## config.mk

```make
export PLATFORM = sky130hd
export DESIGN_NAME = q16_16_arith_unit
export DESIGN_NICKNAME = d
export VERILOG_FILES = /design/src/sv/q16au_pkg.sv /design/src/sv/q16_16_arith_unit.sv /design/src/sv/q16au_ctrl.sv /design/src/sv/q16au_dpath.sv
export SDC_FILE = /design/constraint.sdc
export NUM_CORES = 2
export LEC_CHECK = 0
export BUFFER_PORTS_ARGS = -buffer_cell sky130_fd_sc_hd__buf_2
export CORE_ASPECT_RATIO = 0.6
export CORE_UTILIZATION = 50
export CTS_BUF_LIST = sky130_fd_sc_hd__clkbuf_8
export CTS_CLUSTER_DIAMETER = 80
export CTS_CLUSTER_SIZE = 12
export DETAILED_ROUTE_END_ITERATION = 8
export PLACE_DENSITY = 0.66
export SLEW_MARGIN = 10
export SYNTH_ARGS = -nofsm -noshare
export SYNTH_HDL_FRONTEND = slang
export SYNTH_SLANG_ARGS = --single-unit
```

## constraint.sdc

```tcl
create_clock -name clk -period 10.3 [get_ports clk]
set_clock_uncertainty 0.1 [all_clocks]
set_input_delay 0 -clock clk [delete_from_list [all_inputs] [get_ports clk]]
set_output_delay 0 -clock clk [all_outputs]
set_load 0.005 [all_outputs]
```

## src/sv/q16au_pkg.sv

```systemverilog
// shared types and constants for the q16.16 arithmetic unit
package q16au_pkg;

    localparam int unsigned DATA_W = 32;
    localparam int unsigned PROD_W = 64;

    localparam logic [1:0] KIND_ADD = 2'd0;
    localparam logic [1:0] KIND_SUB = 2'd1;
    localparam logic [1:0] KIND_MUL = 2'd2;
    localparam logic [1:0] KIND_DIV = 2'd3;

    localparam logic [DATA_W-1:0] MARK_OVF = 32'h8000_0000;
    localparam logic [DATA_W-1:0] MAX_VAL  = 32'h7FFF_FFFF;
    localparam logic [DATA_W-1:0] MIN_VAL  = 32'h8000_0000;
    localparam logic [DATA_W-1:0] ONE_BIT  = 32'h0001_0000;
    localparam logic [47:0]       HALF_LSB = 48'h0000_0000_8000;

    // commands from controller to datapath
    typedef struct packed {
        logic load;
        logic mul;
        logic dinit;
        logic align;
        logic top;
        logic step;
        logic rnd;
        logic set_ovf;
        logic wr;
    } cmd_t;

    // status from datapath to controller
    typedef struct packed {
        logic b_zero;
        logic align_go;
        logic bit_zero;
        logic dvs_top;
        logic div_go;
    } status_t;

endpackage

```

## src/sv/q16_16_arith_unit.sv

```systemverilog
// top level of the signed q16.16 arithmetic unit
// Signed Q16.16 add, subtract, multiply and divide, one operation per input
// beat and exactly one result beat for it. Overflow gives 0x80000000, which
// saturating mode replaces by the maximum or minimum value. One beat is in
// work at a time. Each beat is accepted and ends by writing the result
// register; multiply first loads the registered 32x32 multiplier (range check
// and rounding happen on the way into the result register), and divide runs
// the restoring divider, which stops after setup on a zero divisor and else
// doubles the divisor step by step (up to 15 doublings, or 16 when the
// quotient cannot fit), decides the alignment is done, develops the quotient
// bit by bit (up to 32 bits), sees the loop is over and applies the rounding
// increment. The result sits in an output register, so a new beat is accepted
// while the previous result still waits to be taken; a finished beat then
// holds in its last state until that register has been emptied.
module q16_16_arith_unit
    import q16au_pkg::*;
(
    input  logic                     clk,
    input  logic                     rst_n,
    // input channel
    input  logic                     in_valid,
    output logic                     in_ready,
    input  logic [1:0]               kind,
    input  logic                     saturate,
    input  logic signed [DATA_W-1:0] operand_a,
    input  logic signed [DATA_W-1:0] operand_b,
    // result channel
    output logic                     out_valid,
    input  logic                     out_ready,
    output logic signed [DATA_W-1:0] result
);

    // command and status between sequencer and datapath
    cmd_t    cmd;
    status_t status;

    // sequencer: handshakes, operation dispatch, divider loop control
    q16au_ctrl u_ctrl (
        .clk       (clk),
        .rst_n     (rst_n),
        .in_valid  (in_valid),
        .in_ready  (in_ready),
        .kind      (kind),
        .out_valid (out_valid),
        .out_ready (out_ready),
        .status    (status),
        .cmd       (cmd)
    );

    // datapath: operand capture, multiplier, divider registers, result register
    q16au_dpath u_dpath (
        .clk       (clk),
        .kind      (kind),
        .saturate  (saturate),
        .operand_a (operand_a),
        .operand_b (operand_b),
        .cmd       (cmd),
        .status    (status),
        .result    (result)
    );

endmodule

```

## src/sv/q16au_ctrl.sv

```systemverilog
// controller state machine for the q16.16 arithmetic unit
module q16au_ctrl
    import q16au_pkg::*;
(
    input  logic       clk,
    input  logic       rst_n,
    input  logic       in_valid,
    output logic       in_ready,
    input  logic [1:0] kind,
    output logic       out_valid,
    input  logic       out_ready,
    input  status_t    status,
    output cmd_t       cmd
);

    typedef enum logic [7:0] {
        ST_IDLE  = 8'b0000_0001,
        ST_MUL   = 8'b0000_0010,
        ST_DINIT = 8'b0000_0100,
        ST_ALIGN = 8'b0000_1000,
        ST_TOP   = 8'b0001_0000,
        ST_DIV   = 8'b0010_0000,
        ST_RND   = 8'b0100_0000,
        ST_FIN   = 8'b1000_0000
    } state_t;

    state_t state_reg;
    state_t state_next;
    logic   out_valid_reg;
    logic   out_valid_next;
    logic   in_fire;
    logic   out_free;

    assign in_ready  = (state_reg == ST_IDLE);
    assign in_fire   = in_valid && in_ready;
    assign out_valid = out_valid_reg;
    assign out_free  = !out_valid_reg || out_ready;

    always_comb
    begin
        state_next     = state_reg;
        cmd            = '0;
        out_valid_next = out_valid_reg;
        if (out_valid_reg && out_ready)
        begin
            out_valid_next = 1'b0;
        end
        unique case (state_reg)
            ST_IDLE:
            begin
                if (in_fire)
                begin
                    cmd.load = 1'b1;
                    unique case (kind)
                        KIND_MUL: state_next = ST_MUL;
                        KIND_DIV: state_next = ST_DINIT;
                        default:  state_next = ST_FIN;
                    endcase
                end
            end
            ST_MUL:
            begin
                cmd.mul    = 1'b1;
                state_next = ST_FIN;
            end
            ST_DINIT:
            begin
                cmd.dinit  = 1'b1;
                state_next = status.b_zero ? ST_FIN : ST_ALIGN;
            end
            ST_ALIGN:
            begin
                priority if (status.align_go)
                begin
                    cmd.align = 1'b1;
                end
                else if (status.bit_zero)
                begin
                    cmd.set_ovf = 1'b1;
                    state_next  = ST_FIN;
                end
                else if (status.dvs_top)
                begin
                    state_next = ST_TOP;
                end
                else
                begin
                    state_next = ST_DIV;
                end
            end
            ST_TOP:
            begin
                cmd.top    = 1'b1;
                state_next = ST_DIV;
            end
            ST_DIV:
            begin
                if (status.div_go)
                begin
                    cmd.step = 1'b1;
                end
                else
                begin
                    state_next = ST_RND;
                end
            end
            ST_RND:
            begin
                cmd.rnd    = 1'b1;
                state_next = ST_FIN;
            end
            ST_FIN:
            begin
                if (out_free)
                begin
                    cmd.wr         = 1'b1;
                    out_valid_next = 1'b1;
                    state_next     = ST_IDLE;
                end
            end
            default:
            begin
                state_next = ST_IDLE;
            end
        endcase
    end

    always_ff @(posedge clk or negedge rst_n)
    begin
        if (!rst_n)
        begin
            state_reg     <= ST_IDLE;
            out_valid_reg <= 1'b0;
        end
        else
        begin
            state_reg     <= state_next;
            out_valid_reg <= out_valid_next;
        end
    end

    a_accept_leaves_idle: assert property (@(posedge clk) disable iff (!rst_n)
        in_fire |=> state_reg != ST_IDLE)
        else $error("accepted beat did not start work");

    a_wr_only_when_free: assert property (@(posedge clk) disable iff (!rst_n)
        cmd.wr |-> out_free)
        else $error("result written over an untaken beat");

    a_wr_sets_valid: assert property (@(posedge clk) disable iff (!rst_n)
        cmd.wr |=> out_valid_reg)
        else $error("written result not shown");

    a_align_exhausted: assert property (@(posedge clk) disable iff (!rst_n)
        (state_reg == ST_ALIGN && !status.align_go && status.bit_zero)
        |=> state_reg == ST_FIN)
        else $error("alignment overflow did not finish the beat");

endmodule

```

## src/sv/q16au_dpath.sv

```systemverilog
// datapath for the q16.16 arithmetic unit: operands, multiplier, divider, result
module q16au_dpath
    import q16au_pkg::*;
(
    input  logic                     clk,
    input  logic [1:0]               kind,
    input  logic                     saturate,
    input  logic signed [DATA_W-1:0] operand_a,
    input  logic signed [DATA_W-1:0] operand_b,
    input  cmd_t                     cmd,
    output status_t                  status,
    output logic signed [DATA_W-1:0] result
);

    logic [1:0]               kind_reg;
    logic                     sat_reg;
    logic signed [DATA_W-1:0] a_reg;
    logic signed [DATA_W-1:0] b_reg;
    logic signed [PROD_W-1:0] prod_reg;
    logic [DATA_W-1:0]        rem_reg;
    logic [DATA_W-1:0]        dvs_reg;
    logic [DATA_W-1:0]        quo_reg;
    logic [DATA_W-1:0]        bit_reg;
    logic                     ovf_reg;
    logic signed [DATA_W-1:0] result_reg;

    logic [DATA_W:0]   diff;
    logic              ge;
    logic [DATA_W-1:0] rem_sub;
    logic [DATA_W-1:0] sum;
    logic [DATA_W-1:0] dif;
    logic              add_ovf;
    logic              sub_ovf;
    logic              mul_ovf;
    logic [47:0]       mul_t;
    logic [DATA_W-1:0] mul_r;
    logic [DATA_W-1:0] div_r;
    logic [DATA_W-1:0] raw;
    logic              up;
    logic [DATA_W-1:0] res_next;

    // divider compare and subtract share one wide subtractor
    assign diff    = {1'b0, rem_reg} - {1'b0, dvs_reg};
    assign ge      = !diff[DATA_W];
    assign rem_sub = ge ? diff[DATA_W-1:0] : rem_reg;

    assign status.b_zero   = (b_reg == '0);
    assign status.align_go = (bit_reg != '0) && (dvs_reg < rem_reg);
    assign status.bit_zero = (bit_reg == '0);
    assign status.dvs_top  = dvs_reg[DATA_W-1];
    assign status.div_go   = (bit_reg != '0) && (rem_reg != '0);

    always_ff @(posedge clk)
    begin
        if (cmd.load)
        begin
            kind_reg <= kind;
            sat_reg  <= saturate;
            a_reg    <= operand_a;
            b_reg    <= operand_b;
            ovf_reg  <= 1'b0;
        end
        if (cmd.mul)
        begin
            prod_reg <= a_reg * b_reg;
        end
        if (cmd.dinit)
        begin
            rem_reg <= a_reg[DATA_W-1] ? (32'd0 - a_reg) : a_reg;
            dvs_reg <= b_reg[DATA_W-1] ? (32'd0 - b_reg) : b_reg;
            quo_reg <= '0;
            bit_reg <= ONE_BIT;
            ovf_reg <= status.b_zero;
        end
        if (cmd.align)
        begin
            dvs_reg <= {dvs_reg[DATA_W-2:0], 1'b0};
            bit_reg <= {bit_reg[DATA_W-2:0], 1'b0};
        end
        if (cmd.top)
        begin
            rem_reg <= rem_sub;
            quo_reg <= ge ? (quo_reg | bit_reg) : quo_reg;
            dvs_reg <= {1'b0, dvs_reg[DATA_W-1:1]};
            bit_reg <= {1'b0, bit_reg[DATA_W-1:1]};
        end
        if (cmd.step)
        begin
            rem_reg <= {rem_sub[DATA_W-2:0], 1'b0};
            quo_reg <= ge ? (quo_reg | bit_reg) : quo_reg;
            bit_reg <= {1'b0, bit_reg[DATA_W-1:1]};
        end
        if (cmd.rnd)
        begin
            quo_reg <= quo_reg + {{(DATA_W-1){1'b0}}, ge};
        end
        if (cmd.set_ovf)
        begin
            ovf_reg <= 1'b1;
        end
        if (cmd.wr)
        begin
            result_reg <= res_next;
        end
    end

    always_comb
    begin
        sum     = a_reg + b_reg;
        dif     = a_reg - b_reg;
        add_ovf = !(a_reg[DATA_W-1] ^ b_reg[DATA_W-1]) && (a_reg[DATA_W-1] ^ sum[DATA_W-1]);
        sub_ovf = (a_reg[DATA_W-1] ^ b_reg[DATA_W-1]) && (a_reg[DATA_W-1] ^ dif[DATA_W-1]);

        // product must fit in 48 signed bits
        mul_ovf = !((&prod_reg[PROD_W-1:47]) || (~|prod_reg[PROD_W-1:47]));
        mul_t   = prod_reg[47:0] - HALF_LSB - {47'd0, prod_reg[PROD_W-1]};
        mul_r   = mul_t[47:16] + 32'd1;

        if (ovf_reg)
        begin
            div_r = MARK_OVF;
        end
        else if (a_reg[DATA_W-1] ^ b_reg[DATA_W-1])
        begin
            div_r = (quo_reg == MIN_VAL) ? MARK_OVF : (32'd0 - quo_reg);
        end
        else
        begin
            div_r = quo_reg;
        end

        unique case (kind_reg)
            KIND_ADD:
            begin
                raw = add_ovf ? MARK_OVF : sum;
                up  = !a_reg[DATA_W-1];
            end
            KIND_SUB:
            begin
                raw = sub_ovf ? MARK_OVF : dif;
                up  = !a_reg[DATA_W-1];
            end
            KIND_MUL:
            begin
                raw = mul_ovf ? MARK_OVF : mul_r;
                up  = (a_reg[DATA_W-1] == b_reg[DATA_W-1]);
            end
            default:
            begin
                raw = div_r;
                up  = (a_reg[DATA_W-1] == b_reg[DATA_W-1]);
            end
        endcase

        if (sat_reg && raw == MARK_OVF)
        begin
            res_next = up ? MAX_VAL : MIN_VAL;
        end
        else
        begin
            res_next = raw;
        end
    end

    assign result = result_reg;

endmodule

```

Word-level counts from Yosys, hierarchy flattened
Cells that the tools add are included.
- add/sub/neg operators: 10
- $mul: 1
- magnitude comparators: 1
- eq/ne operators: 20
- multiplexer cells: 57
- bitwise gates (word level): 4
- reduce and logical (&&, ||, !) cells: 33
- operators by type and width (operator ; number):
    32-bit two-way mux ; 23
    32-bit one-hot mux with 3 select lines ; 1
    1-bit by 32-bit subtractor with 32-bit output (first input constant) ; 3
    31-bit two-way mux ; 3
    32-bit == test (second input constant) ; 2
    32-bit zero test ; 2
    32-bit by 32-bit multiplier with 64-bit output ; 1
    32-bit nonzero test ; 2
    8-bit one-hot mux with 7 select lines ; 1
    8-bit two-way mux ; 6
    48-bit by 1-bit subtractor with 48-bit output ; 1
    48-bit by 16-bit subtractor with 48-bit output (second input constant) ; 1
    32-bit by 32-bit subtractor with 33-bit output ; 1
    32-bit by 1-bit adder with 32-bit output ; 1
    32-bit by 1-bit adder with 32-bit output (second input constant) ; 1
    32-bit adder ; 1
    32-bit < comparator ; 1
    32-bit OR ; 1
    32-bit subtractor ; 1
    1-bit two-way mux ; 21
    17-bit AND reduction ; 1
    17-bit OR reduction ; 1
    8-bit one-hot mux with 2 select lines ; 1
    8-bit by 1-bit == test with 1-bit output (second input constant) ; 1
    25 further kinds ; 48
- register bits after elaboration: 301
- word-level logic and storage cells: 143

Logic depth before layout (Yosys ltp)
- depth in word-level cells: 8
- gate-level depth with buffers: 32
- mapped depth without buffers: 31

Modules after synthesis
A second synthesis with hierarchy kept.
- cells, all modules: 6198
- area total of the unflattened synthesis: 57362.5 um2
- by module, submodules not included (module ; times used ; cells each ; area an instance (um2) ; sequential area each (um2)):
    q16au_dpath ; 1 ; 6127 ; 56703.1 ; 8728.4
    q16au_ctrl ; 1 ; 71 ; 659.4 ; 226.5

Worst setup path before layout
Ideal clock, no wire load.
- path type: reg-to-reg
- from: reg u_dpath.a_reg[31]
- to: reg u_dpath.prod_reg[60], data pin
- library setup time: 258 ps
- arrival time: 8039 ps
- required time: 9942 ps
- path slack: 1903 ps
- stages on the path, launching flop included: 26
- path buffers: 3
- period minus slack after synthesis: 8397 ps
- path through: edfxtp_1 clkbuf_1 clkbuf_1 buf_1 nand2_1 inv_1 fa_1 fa_1 fa_1 fa_1 fa_1 fa_1 fa_1 fa_1 ha_1 nand4_1 nor3_1 nand3_1 a221oi_1 o21ai_0 a31oi_1 a21oi_1 o21ai_0 a21o_1 a21oi_1 xnor2_1
- longest elaborated chain between the ends: 1
- ends and longest elaborated chain (element ; RTL line ; source):
    start, declared ; q16au_dpath.sv:17 ; logic signed [DATA_W-1:0] a_reg;
    start signal, assigned ; q16au_dpath.sv:59 ; a_reg <= operand_a;
    32-bit by 32-bit multiplier with 64-bit output ; q16au_dpath.sv:65 ; prod_reg <= a_reg * b_reg;
    end signal, assigned ; q16au_dpath.sv:65 ;
    end, declared ; q16au_dpath.sv:19 ; logic signed [PROD_W-1:0] prod_reg;
Every way passes these cells.
A chain may end at the register's enable or synchronous reset.

Worst setup path after layout
- from: reg u_dpath.b_reg[10]
- to: reg u_dpath.prod_reg[60], data pin
- longest elaborated chain between the ends: 1
- ends and longest elaborated chain (element ; RTL line ; source):
    start, declared ; q16au_dpath.sv:18 ; logic signed [DATA_W-1:0] b_reg;
    start signal, assigned ; q16au_dpath.sv:60 ; b_reg <= operand_b;
    32-bit by 32-bit multiplier with 64-bit output ; q16au_dpath.sv:65 ;
Every way passes these cells.

==> flow_metrics.env <==
export IMPL_status="finished clean"
export IMPL_rr_startpoint="u_dpath.b_reg[10]$_DFFE_PP_"
export IMPL_die_area_um2=117000
export IMPL_clk_pin_slew_ns=0.09
export IMPL_hold_end="u_dpath.b_reg[5]$_DFFE_PP_"
export IMPL_grt_first_pass_wirelength_um=297000
export IMPL_gr_usage_all_layers=0.342
export IMPL_r2r_end="u_dpath.prod_reg[60]$_DFFE_PP_"
export IMPL_initial_core_util=0.504
export IMPL_drc=0
export IMPL_numCtsBuffers=37
export IMPL_path_class="flop to flop"
export IMPL_largest_reg_flops=64
export IMPL_crit_fanout=22
export IMPL_fmax_mhz=103
export IMPL_synth_warnings=0
export IMPL_end_kind="flop"
export IMPL_seq_area_frac_synth=0.155
export IMPL_tightest_slew_ns=1.31
export IMPL_worstPathRequired_ns=10.61
export IMPL_grt_pass1_vias=46100
export IMPL_htreeDepth=2
export IMPL_fin_crit_sh=0.945
export IMPL_fin_nets=7672
export IMPL_drv_cap=0
export IMPL_synth_async_reset_ratio=0.0299
export IMPL_routed_wl_um=195000
export IMPL_avgSynthCellArea_um2=9.36
export IMPL_cpMostUsedCell="fa_1"
export IMPL_io_pins=105
export IMPL_viasPerCell=5.92
export IMPL_fin_crit_ns=9.73
export IMPL_slew_headroom=0.121
export IMPL_synth_area_top_cells="fa_1, edfxtp_1, inv_1, ha_1, and2_1"
export IMPL_crit_arrival_ns=10.04
export IMPL_die_h_um=265
export IMPL_cts_setup_buffers=0
export IMPL_worstRegToRegCells=26
export IMPL_fill_cells=10400
export IMPL_rows=96
export IMPL_clock_latency_ns=0.75
export IMPL_post_drt_wl_per_cell_um=25.1
export IMPL_drt_first_iter_violations=5179
export IMPL_grt_start_max_net_pins=56
export IMPL_io_buffers=104
export IMPL_cts_sinks=301
export IMPL_crit_slowest_cell="edfxtp_1"
export IMPL_coreArea_um2=114000
export IMPL_synth_top_cell_area_share=0.377
export IMPL_setup_viol=0
export IMPL_die_x_um=440
export IMPL_synthCells=6160
export IMPL_worstHoldPathCells=2
export IMPL_synthesis_nets=7615
export IMPL_finalMaxSlewViolations=0
export IMPL_synth_ff_type="edfxtp_1"
export IMPL_yosys_area_top_type="fa_1"
export IMPL_hold_violations=0
export IMPL_dpl_hpwl_um=157000
export IMPL_ys_seq_elements=301
export IMPL_synth_area_um2=57700
export IMPL_min_path_type="input pin to flop"
export IMPL_num_vias=46000
export IMPL_critPathMaxStageDelay_ns=1.18
export IMPL_drt_pass1_iter_count=9
export IMPL_ys_types=102
export IMPL_cts_tree="built"
export IMPL_antenna_found_initial=12
export IMPL_area_delta_synth_final_pct=7.29
export IMPL_tns_ns=0
export IMPL_rsz0062_at_grt="false"
export IMPL_gp_congestion=1.00
export IMPL_grt_ovfl_total=0
export IMPL_root_buffer="clkbuf_8"
export IMPL_layout_drive_gt1_share=0.0602
export IMPL_cts_buffer_depth=3
export IMPL_hp_start="operand_b[5]"
export IMPL_r2r_slack_ns=0.57
export IMPL_drtAntennaViolNets=0
export IMPL_setup_worst_path_start_class="flop"
export IMPL_synth_edf_count=288
-- per-stage QoR --
step / worst slack [ns] / cell area [um2] / hold slack [ns] / util / instances
6_report: 0.569 / 61900 / 0.0253 / 0.541 / 7772
5_1_grt: 0.0683 / 61900 / 0.0108 / 0.541 / 7766
4_1_cts: 0.769 / 61800 / 0.000952 / 0.541 / 7762
3_5_place_dp: 0.826 / 59800 / -0.232 / 0.523 / 7564
3_3_place_gp: 0.943 / 59800 / -0.237 / 0.523 / 7564
2_1_floorplan: 1.90 / 57700 / -0.396 / - / 6160
-- synthesized netlist by cell type (all sizes together) (22+ instances only) --
| cell type | number |
|---|---|
| inv | 1099 |
| fa | 1085 |
| nand2 | 666 |
| and2 | 469 |
| clkbuf | 326 |
| ha | 299 |
| edfxtp | 288 |
| nor2 | 274 |
| a21oi | 215 |
| o21ai | 182 |
| xnor2 | 177 |
| nand3 | 86 |
| a21o | 76 |
| nor3 | 71 |
| xor2 | 51 |
| nand4 | 45 |
| nor4 | 43 |
| nand2b | 39 |
| and3 | 37 |
| o221ai | 37 |
| or3 | 35 |
| a22o | 34 |
| o211ai | 34 |
| a31oi | 33 |
| o31ai | 33 |
| buf | 30 |
| nor2b | 29 |
| o22ai | 28 |
| o21bai | 27 |
| a211oi | 24 |
| o21a | 22 |
-- worst max-delay path by stage --
stage	from	endpoint	cells past startpoint
final	u_dpath.b_reg[10]$_DFFE_PP_	u_dpath.prod_reg[60]$_DFFE_PP_	26
after global routing	u_dpath.b_reg[10]$_DFFE_PP_	u_dpath.prod_reg[60]$_DFFE_PP_	26
after CTS	u_dpath.b_reg[10]$_DFFE_PP_	u_dpath.prod_reg[60]$_DFFE_PP_	26
after detailed placement	u_dpath.b_reg[10]$_DFFE_PP_	u_dpath.prod_reg[60]$_DFFE_PP_	26
after global placement	u_dpath.a_reg[30]$_DFFE_PP_	u_dpath.prod_reg[61]$_DFFE_PP_	25
after floorplan	u_dpath.a_reg[31]$_DFFE_PP_	u_dpath.prod_reg[60]$_DFFE_PP_	25
-- cells in the final DEF (no fill, tap or decap), types with 34 or more instances in the layout --
master / n
a21o_1: 76
a21oi_1: 212
a22o_1: 34
and2_1: 468
and3_1: 37
buf_2: 104
buf_4: 136
clkbuf_8: 38
dlygate4sd3_1: 133
edfxtp_1: 288
fa_1: 1085
ha_1: 299
inv_1: 1111
nand2_1: 665
nand2b_1: 39
nand3_1: 86
nand4_1: 41
nor2_1: 272
nor3_1: 68
nor4_1: 40
o211ai_1: 34
o21ai_0: 154
o221ai_1: 37
or3_1: 34
xnor2_1: 177
xor2_1: 51
-- area by class of cell --
class / count / area (um2) / share of cell area
inverters: 1103 / 4140 / 0.0669
flip-flops and latches: 301 / 8950 / 0.145
multi-input cells: 4400 / 43200 / 0.699
clock buffers: 38 / 523 / 0.00845
diodes: 9 / 22.5 / 0.000364
well taps: 1519 / 1900 / 0.0307
clock inverters: 28 / 214 / 0.00346
repair buffers: 374 / 2890 / 0.0468
-- routing by layer --
metal  global-route usage  up-vias  part of all wire  wire [um]
li1                     -    19800                 -          -
met1                0.517    23300              0.44      85500
met2                0.474     2579              0.41      79400
met3                0.101      327              0.13      24600
met4               0.0869        6             0.030       5880
met5              0.00165        -           0.00024         47
-- critical path, delay by kind of cell, from the launching register on --
kind | cells | cell delay (ns)
AO/OA/AOI/OAI | 7 | 1.54
XOR/XNOR | 1 | 0.13
adder cells (fa/ha/maj) | 9 | 4.46
buffers and inverters | 5 | 0.80
flip-flops | 1 | 1.18
AND/OR/NAND/NOR | 4 | 1.20
-- logic make-up (layout without fill, tap and decap cells) --
logic type	count (synthesis)	after routing	share of synthesized area
xor gates and xnor gates	228	228	0.0346
muxes	17	17	0.00299
other	0	9	0
buffers and inverters	1459	1543	0.0959
and+or+nand+nor	1862	1862	0.161
DFF	301	301	0.155
AOI/OAI and AO/OA	909	909	0.108
adders and majority gates	1384	1384	0.442
-- repair_timing --
action                                 in CTS  in global routing
hold buffers                              132                  1
resized for setup                           0                  0
endpoints found under the hold margin     100                  1
Power is left out: the tool's default activity adds up to more than one toggle a clock period on the data nets, which glitch-free logic cannot reach.
